$ cat config.mk
export PLATFORM = sky130hd
export DESIGN_NAME = mfc_frame_track_flat
export DESIGN_NICKNAME = d
export VERILOG_FILES = /design/src/sv/mfc_pkg.sv /design/src/sv/mfc_if.sv /design/src/sv/mfc_frame_track.sv /design/src/flat_wrapper.sv
export SDC_FILE = /design/constraint.sdc
export NUM_CORES = 1
export LEC_CHECK = 0
export BUFFER_PORTS_ARGS = -buffer_cell sky130_fd_sc_hd__clkbuf_2
export CORE_ASPECT_RATIO = 1.75
export CORE_MARGIN = 1.5
export CORE_UTILIZATION = 40
export DETAILED_ROUTE_END_ITERATION = 8
export GPL_TIMING_DRIVEN = 0
export SYNTH_ARGS = -nofsm -noshare
export SYNTH_HDL_FRONTEND = slang
export SYNTH_SLANG_ARGS = --single-unit
$ cat constraint.sdc
create_clock -name clk_i -period 9 [get_ports clk_i]
set_input_delay 1.8 -clock clk_i [delete_from_list [all_inputs] [get_ports clk_i]]
set_output_delay 1.8 -clock clk_i [all_outputs]
set_load 0.005 [all_outputs]
$ cat src/sv/mfc_pkg.sv
// Shared types, constants and the CRC-8 byte update for the motor feedback
// frame checker. No dependencies; the block's modules use it.
package mfc_pkg;

  localparam int unsigned FrameLast = 9;
  localparam logic [3:0]  PosIdle   = 4'd10;
  localparam logic [7:0]  CrcPoly   = 8'h8C;
  localparam logic [7:0]  CrcInit   = 8'h00;

  localparam logic [7:0]  CfgExpectedId   = 8'd0;
  localparam logic [7:0]  CfgReplyMode    = 8'd1;
  localparam logic [7:0]  ExpectedIdReset = 8'd1;
  localparam logic [7:0]  ReplyModeReset  = 8'd0;

  // Frame byte positions that carry payload
  localparam logic [3:0] PosId      = 4'd0;
  localparam logic [3:0] PosMode    = 4'd1;
  localparam logic [3:0] PosCurHi   = 4'd2;
  localparam logic [3:0] PosCurLo   = 4'd3;
  localparam logic [3:0] PosSpdHi   = 4'd4;
  localparam logic [3:0] PosSpdLo   = 4'd5;
  localparam logic [3:0] PosFault   = 4'd8;
  localparam logic [3:0] PosCrc     = 4'(FrameLast);

  typedef enum logic [1:0] {
    StOk       = 2'd0,
    StIdFail   = 2'd1,
    StModeFail = 2'd2,
    StCrcFail  = 2'd3
  } status_e;

  typedef struct packed {
    logic [7:0] frame_byte;
    logic       frame_start;
  } item_t;

  // Input register contents handed to the frame tracker
  typedef struct packed {
    logic  valid;
    item_t item;
  } stage_t;

  typedef struct packed {
    logic [7:0] motor_addr;
    logic [7:0] reply_mode_code;
  } cfg_t;

  // Reflected CRC-8, one byte, bit-by-bit over eight steps
  function automatic logic [7:0] crc8_update(logic [7:0] crc, logic [7:0] b);
    logic [7:0] c;
    c = crc ^ b;
    for (int k = 0; k < 8; k++) begin
      if (c[0]) begin
        c = (c >> 1) ^ CrcPoly;
      end else begin
        c = c >> 1;
      end
    end
    return c;
  endfunction

endpackage

$ cat src/sv/mfc_if.sv


interface mfc_result_if;
  logic               valid;
  logic               ready;
  logic        [1:0]  status;
  logic signed [15:0] raw_current;
  logic signed [15:0] speed_rpm;
  logic        [7:0]  fault_code;
  modport source (output valid, status, raw_current, speed_rpm, fault_code, input ready);
  modport sink   (input valid, status, raw_current, speed_rpm, fault_code, output ready);
endinterface


$ cat src/sv/mfc_frame_track.sv
// Frame tracker: position counter, running CRC, field holds and the result
// register. Depends on mfc_pkg and mfc_result_if.
module mfc_frame_track (
  input  logic            clk_i,
  input  logic            rst_ni,
  input  mfc_pkg::stage_t stage_i,
  input  mfc_pkg::cfg_t   cfg_i,
  output logic            advance_o,
  mfc_result_if.source    out_o
);

  logic [3:0]  pos_q, pos_d;
  logic [7:0]  crc_q, crc_d;
  logic        id_ok_q, id_ok_d;
  logic        mode_ok_q, mode_ok_d;
  logic [15:0] cur_q, cur_d;
  logic [15:0] spd_q, spd_d;
  logic [7:0]  fault_q, fault_d;

  logic        out_valid_q, out_valid_d;
  logic [1:0]  out_status_q;
  logic [15:0] out_cur_q;
  logic [15:0] out_spd_q;
  logic [7:0]  out_fault_q;

  logic        out_free;
  logic        makes_result;
  logic [3:0]  pos_eff;
  logic [7:0]  crc_base;
  logic [7:0]  b;
  mfc_pkg::status_e status;

  assign b        = stage_i.item.frame_byte;
  assign pos_eff  = stage_i.item.frame_start ? mfc_pkg::PosId : pos_q;
  assign crc_base = stage_i.item.frame_start ? mfc_pkg::CrcInit : crc_q;

  // A held beat ending a frame waits for room in the result register
  assign out_free     = !out_valid_q || out_o.ready;
  assign makes_result = stage_i.valid && (pos_eff == mfc_pkg::PosCrc);
  assign advance_o    = stage_i.valid && (!makes_result || out_free);

  // Check priority: id, then mode, then crc
  always_comb begin
    if (!id_ok_q) begin
      status = mfc_pkg::StIdFail;
    end else if (!mode_ok_q) begin
      status = mfc_pkg::StModeFail;
    end else if (b != crc_q) begin
      status = mfc_pkg::StCrcFail;
    end else begin
      status = mfc_pkg::StOk;
    end
  end

  // Advance the frame state by one byte
  always_comb begin
    pos_d     = pos_q;
    crc_d     = crc_q;
    id_ok_d   = id_ok_q;
    mode_ok_d = mode_ok_q;
    cur_d     = cur_q;
    spd_d     = spd_q;
    fault_d   = fault_q;
    if (advance_o && pos_eff <= mfc_pkg::PosCrc) begin
      if (pos_eff < mfc_pkg::PosCrc) begin
        crc_d = mfc_pkg::crc8_update(crc_base, b);
        pos_d = pos_eff + 4'd1;
      end else begin
        pos_d = mfc_pkg::PosIdle;
      end
      case (pos_eff)
        mfc_pkg::PosId:    id_ok_d     = (b == cfg_i.motor_addr);
        mfc_pkg::PosMode:  mode_ok_d   = (b == cfg_i.reply_mode_code);
        mfc_pkg::PosCurHi: cur_d[15:8] = b;
        mfc_pkg::PosCurLo: cur_d[7:0]  = b;
        mfc_pkg::PosSpdHi: spd_d[15:8] = b;
        mfc_pkg::PosSpdLo: spd_d[7:0]  = b;
        mfc_pkg::PosFault: fault_d     = b;
        default: ;
      endcase
    end
  end

  always_ff @(posedge clk_i or negedge rst_ni) begin
    if (!rst_ni) begin
      pos_q     <= mfc_pkg::PosIdle;
      crc_q     <= mfc_pkg::CrcInit;
      id_ok_q   <= 1'b0;
      mode_ok_q <= 1'b0;
      cur_q     <= '0;
      spd_q     <= '0;
      fault_q   <= '0;
    end else begin
      pos_q     <= pos_d;
      crc_q     <= crc_d;
      id_ok_q   <= id_ok_d;
      mode_ok_q <= mode_ok_d;
      cur_q     <= cur_d;
      spd_q     <= spd_d;
      fault_q   <= fault_d;
    end
  end

  // Result register: load on the last byte, drop once taken
  always_comb begin
    out_valid_d = out_valid_q;
    if (out_o.ready) begin
      out_valid_d = 1'b0;
    end
    if (advance_o && makes_result) begin
      out_valid_d = 1'b1;
    end
  end

  always_ff @(posedge clk_i or negedge rst_ni) begin
    if (!rst_ni) begin
      out_valid_q <= 1'b0;
    end else begin
      out_valid_q <= out_valid_d;
    end
  end

  // Capture the status; zero the fields of a failed frame
  always_ff @(posedge clk_i) begin
    if (advance_o && makes_result) begin
      out_status_q <= status;
      out_cur_q    <= (status == mfc_pkg::StOk) ? cur_q   : 16'd0;
      out_spd_q    <= (status == mfc_pkg::StOk) ? spd_q   : 16'd0;
      out_fault_q  <= (status == mfc_pkg::StOk) ? fault_q : 8'd0;
    end
  end

  assign out_o.valid       = out_valid_q;
  assign out_o.status      = out_status_q;
  assign out_o.raw_current = $signed(out_cur_q);
  assign out_o.speed_rpm   = $signed(out_spd_q);
  assign out_o.fault_code  = out_fault_q;

endmodule

$ cat src/flat_wrapper.sv
// flat-port wrapper written by rule: the top's interface ports become plain ports
module mfc_frame_track_flat 
  (clk_i, rst_ni, stage_i, cfg_i, advance_o, out_o_valid, out_o_status, out_o_raw_current, out_o_speed_rpm, out_o_fault_code, out_o_ready);
  mfc_result_if out_o_i ();
  input  logic clk_i;
  input  logic rst_ni;
  input  mfc_pkg::stage_t stage_i;
  input  mfc_pkg::cfg_t cfg_i;
  output logic advance_o;
  output wire logic [$bits(out_o_i.valid)-1:0] out_o_valid;
  output wire logic [$bits(out_o_i.status)-1:0] out_o_status;
  output wire logic [$bits(out_o_i.raw_current)-1:0] out_o_raw_current;
  output wire logic [$bits(out_o_i.speed_rpm)-1:0] out_o_speed_rpm;
  output wire logic [$bits(out_o_i.fault_code)-1:0] out_o_fault_code;
  input wire logic [$bits(out_o_i.ready)-1:0] out_o_ready;
  assign out_o_valid = out_o_i.valid;
  assign out_o_status = out_o_i.status;
  assign out_o_raw_current = out_o_i.raw_current;
  assign out_o_speed_rpm = out_o_i.speed_rpm;
  assign out_o_fault_code = out_o_i.fault_code;
  assign out_o_i.ready = out_o_ready;
  mfc_frame_track u_core (.clk_i(clk_i), .rst_ni(rst_ni), .stage_i(stage_i), .cfg_i(cfg_i), .advance_o(advance_o), .out_o(out_o_i));
endmodule
==> reports/qor.yml <==
p_total_w: 0.001382
syn_area_per_cell_um2: 13.48
clk_pin_slew_ns: 0.07
rows: 50
route.antenna.remaining_nets: 0
synthSimpleGateAreaFrac_pct: 11.11
dr.pass1.iters: 4
layout-drive-gt1-share_pct: 34.57
cts_tree: "done"
critPathLaunch: "stage_i[0]"
synth_fp_nets: 353
clockBufferDepth: 2
cp_slowest_cell: "nor3_1"
cp-end-kind: "output pin"
tightest_slew_ns: 0.7799
die_h_um: 141.2
totalWireLength_um: 8521
ys_seq_area_share_pct: 60.44
final_max_slew_viol_count: 0
die_w_um: 82.00
die-area_um2: 11580
num_antenna_cells: 0
finalWeightedCongestion: 0.8300
crit_type: "in -> out"
powerDensity_nw_per_um2: 265.3
synth_compound_area_share_pct: 3.437
fin_util_pct: 48.96
drt_iter0_markers: 148
drcViolationCount: 0
cellLeakagePower_nw: 2.243
crit_buf_inv: 3
io_buffers: 64
ctsHoldBuffers: 0
max_cap_violations: 0
postSynth.asyncResetShare_pct: 56.70
hold_violations: 0
pre_cts_ws_ns: 4.327
arrival_ns: 2.88
avgViaCountPerCell: 4.946
grt_pass1_wl_um: 13800
worst_slack_ns: 4.317
numClockSinks: 97
fin_nets: 429
finClkSkew_ns: 0.006905
clock-root-buffer: "clkbuf_16"
finalCritPeriodShare_pct: 52.03
start_util_pct: 41.07
synthAdderAreaFrac_pct: 0
hp-class: "reg -> reg"
syn_inst: 324
max_slew_margin_pct: 48.00
fmax_mhz: 213.6
yosys.cell_types.count: 37
areaGrowthSynthToFinish_pct: 19.22
avgRoutedWirePerCell_um: 15.93
coreArea_um2: 10640
syn-cell-area_um2: 4368
io_pins: 73
grt_pass1_vias: 2700
rr_startpoint: "u_core.pos_q[1]"
min-delay-start: "u_core.spd_q[1]"
grt-ovfl-total: 0
muxShareOfSynthArea_pct: 10.80
hpwlAfterDp_um: 6109
vdd_drop_max_mv: 0.1382
antenna_found_initial: 0
ys.flop_type: "dfrtp_1"
grt_max_degree: 56
min_period_ns: 4.683
grtUsageTotal_pct: 16.36
synth_xor_area_share_pct: 11.80
status: "finished clean"
htreeDepth: 3
worstPathCellList: "clkbuf_2 -> buf_2 -> nor3_1 -> a41oi_1 -> clkbuf_2"
critPathMaxFanout: 10
crit_family: "buffers and inverters"
finalSetupViolCount: 0
numCtsBuffers: 9
crit_top_cell: "clkbuf_2"
cts_resized: 0
rsz0062_at_grt: "no"
critical_path_required_ns: 7.20
num_vias: 2646
tns_ns: 0
cts_setup_buffers: 0
synth_top_family_by_area: "XOR/XNOR gates"
critPathLaunchType: "primary input"
synth_edf_count: 42
slowest_delay_ns: 0.41
ys_warn_count: 0
synth_seq_cells: 97
worstSkewPairLatency_ns: 0.35
[metrics by stage]
| step | instances | hold slack (ns) | cell area (um^2) |
|---|---|---|---|
| global placement | 518 | 0.4797 | 4851 |
| finish | 535 | 0.4977 | 5207 |
| CTS | 535 | 0.5010 | 5207 |
| detailed placement | 519 | 0.4856 | 4881 |
| global route | 535 | 0.5079 | 5207 |
| floorplan | 324 | 0.4706 | 4368 |
[Yosys cell counts (2+ instances only)]
cell	count	share of area, %
dfrtp_1	53	30
edfxtp_1	42	29
mux2_2	41	11
xnor2_1	41	8.2
and2_1	40	5.7
nand2_1	12	1.0
clkbuf_1	10	0.86
nand4_1	10	1.4
nor2_1	10	0.86
buf_2	9	1.0
o21ai_0	8	0.92
a21oi_1	5	0.57
inv_1	4	0.34
nor2b_1	4	0.57
nor3_1	4	0.46
xnor3_1	4	2.1
xor2_1	3	0.60
a41oi_1	2	0.40
dfstp_2	2	1.2
nor2_2	2	0.29
o21ai_1	2	0.23
[routing by layer]
metal	track usage (%)	up-vias	wire, um
met5	0	-	0
met4	6.869	0	189
met3	3.948	12	329
met2	27.78	58	4533
met1	19.25	1299	3469
li1	-	1277	-
[power by group]
group / internal [W] / switching, W / total [W]
Sequential: 0.000562 / 0.0000567 / 0.000619
Combinational: 0.000203 / 0.000140 / 0.000343
Clock: 0.000247 / 0.000173 / 0.000420
Total: 0.00101 / 0.000369 / 0.00138
[final timing paths]
kind	to	slack (ns)	cells after the start
max	advance_o	4.32	5
min	u_core.spd_q[1]	0.50	1
max reg2reg	u_core.out_o.raw_current[8]	6.89	5
min reg2reg	u_core.spd_q[1]	0.50	1
max in group asynchronous	u_core.fault_q[3]	6.94	1
min in group asynchronous	u_core.cur_q[2]	1.54	1
[flip-flops by register name, indices dropped and copies added (netlist names), 2 cells and up]
name and count:
u_core.pos_q 4, u_core.out_o.fault_code 8, u_core.fault_q 8, u_core.crc_q 8
u_core.out_o.speed_rpm 16, u_core.out_o.raw_current 16, u_core.out_o.status 2, u_core.cur_q 16
u_core.spd_q 16
[logic make-up after synthesis]
group / Yosys count
AOI/OAI and AO/OA: 24
xor gates and xnor gates: 50
buffers and inverters: 24
DFF: 97
muxes: 42
and+or+nand+nor: 87
[worst reg2reg max path: cells and delay by family (launching register included)]
kind / cells / cell delay [ns]
buffers and inverters: 2 / 0.46
flip-flops: 1 / 0.36
AND/OR/NAND/NOR: 3 / 0.99
[area by class of cell]
class                           count  area [um^2]
Tap cell                          130        162.7
Clock inverter                      7        101.3
Buffer                             20        90.09
Inverter                            4        15.01
Multi-Input combinational cell    203         1630
Sequential cell                    97         2640
Timing Repair Buffer               65        342.8
Fill cell                         977         5428
Clock buffer                        9        225.2
[layout by cell type (no fill, tap or decap), types with 3 or more instances in the layout]
cell / instances
clkbuf_2: 63
dfrtp_1: 53
edfxtp_1: 42
xnor2_1: 41
mux2_2: 41
and2_1: 40
nand2_1: 12
nand4_1: 10
clkbuf_1: 10
buf_2: 9
nor2_1: 9
clkbuf_16: 9
o21ai_0: 8
a21oi_1: 5
inv_1: 4
nor2b_1: 4
nor3_1: 4
xnor3_1: 4
xor2_1: 3
No activity file was read; power rests on OpenSTA's default activity.
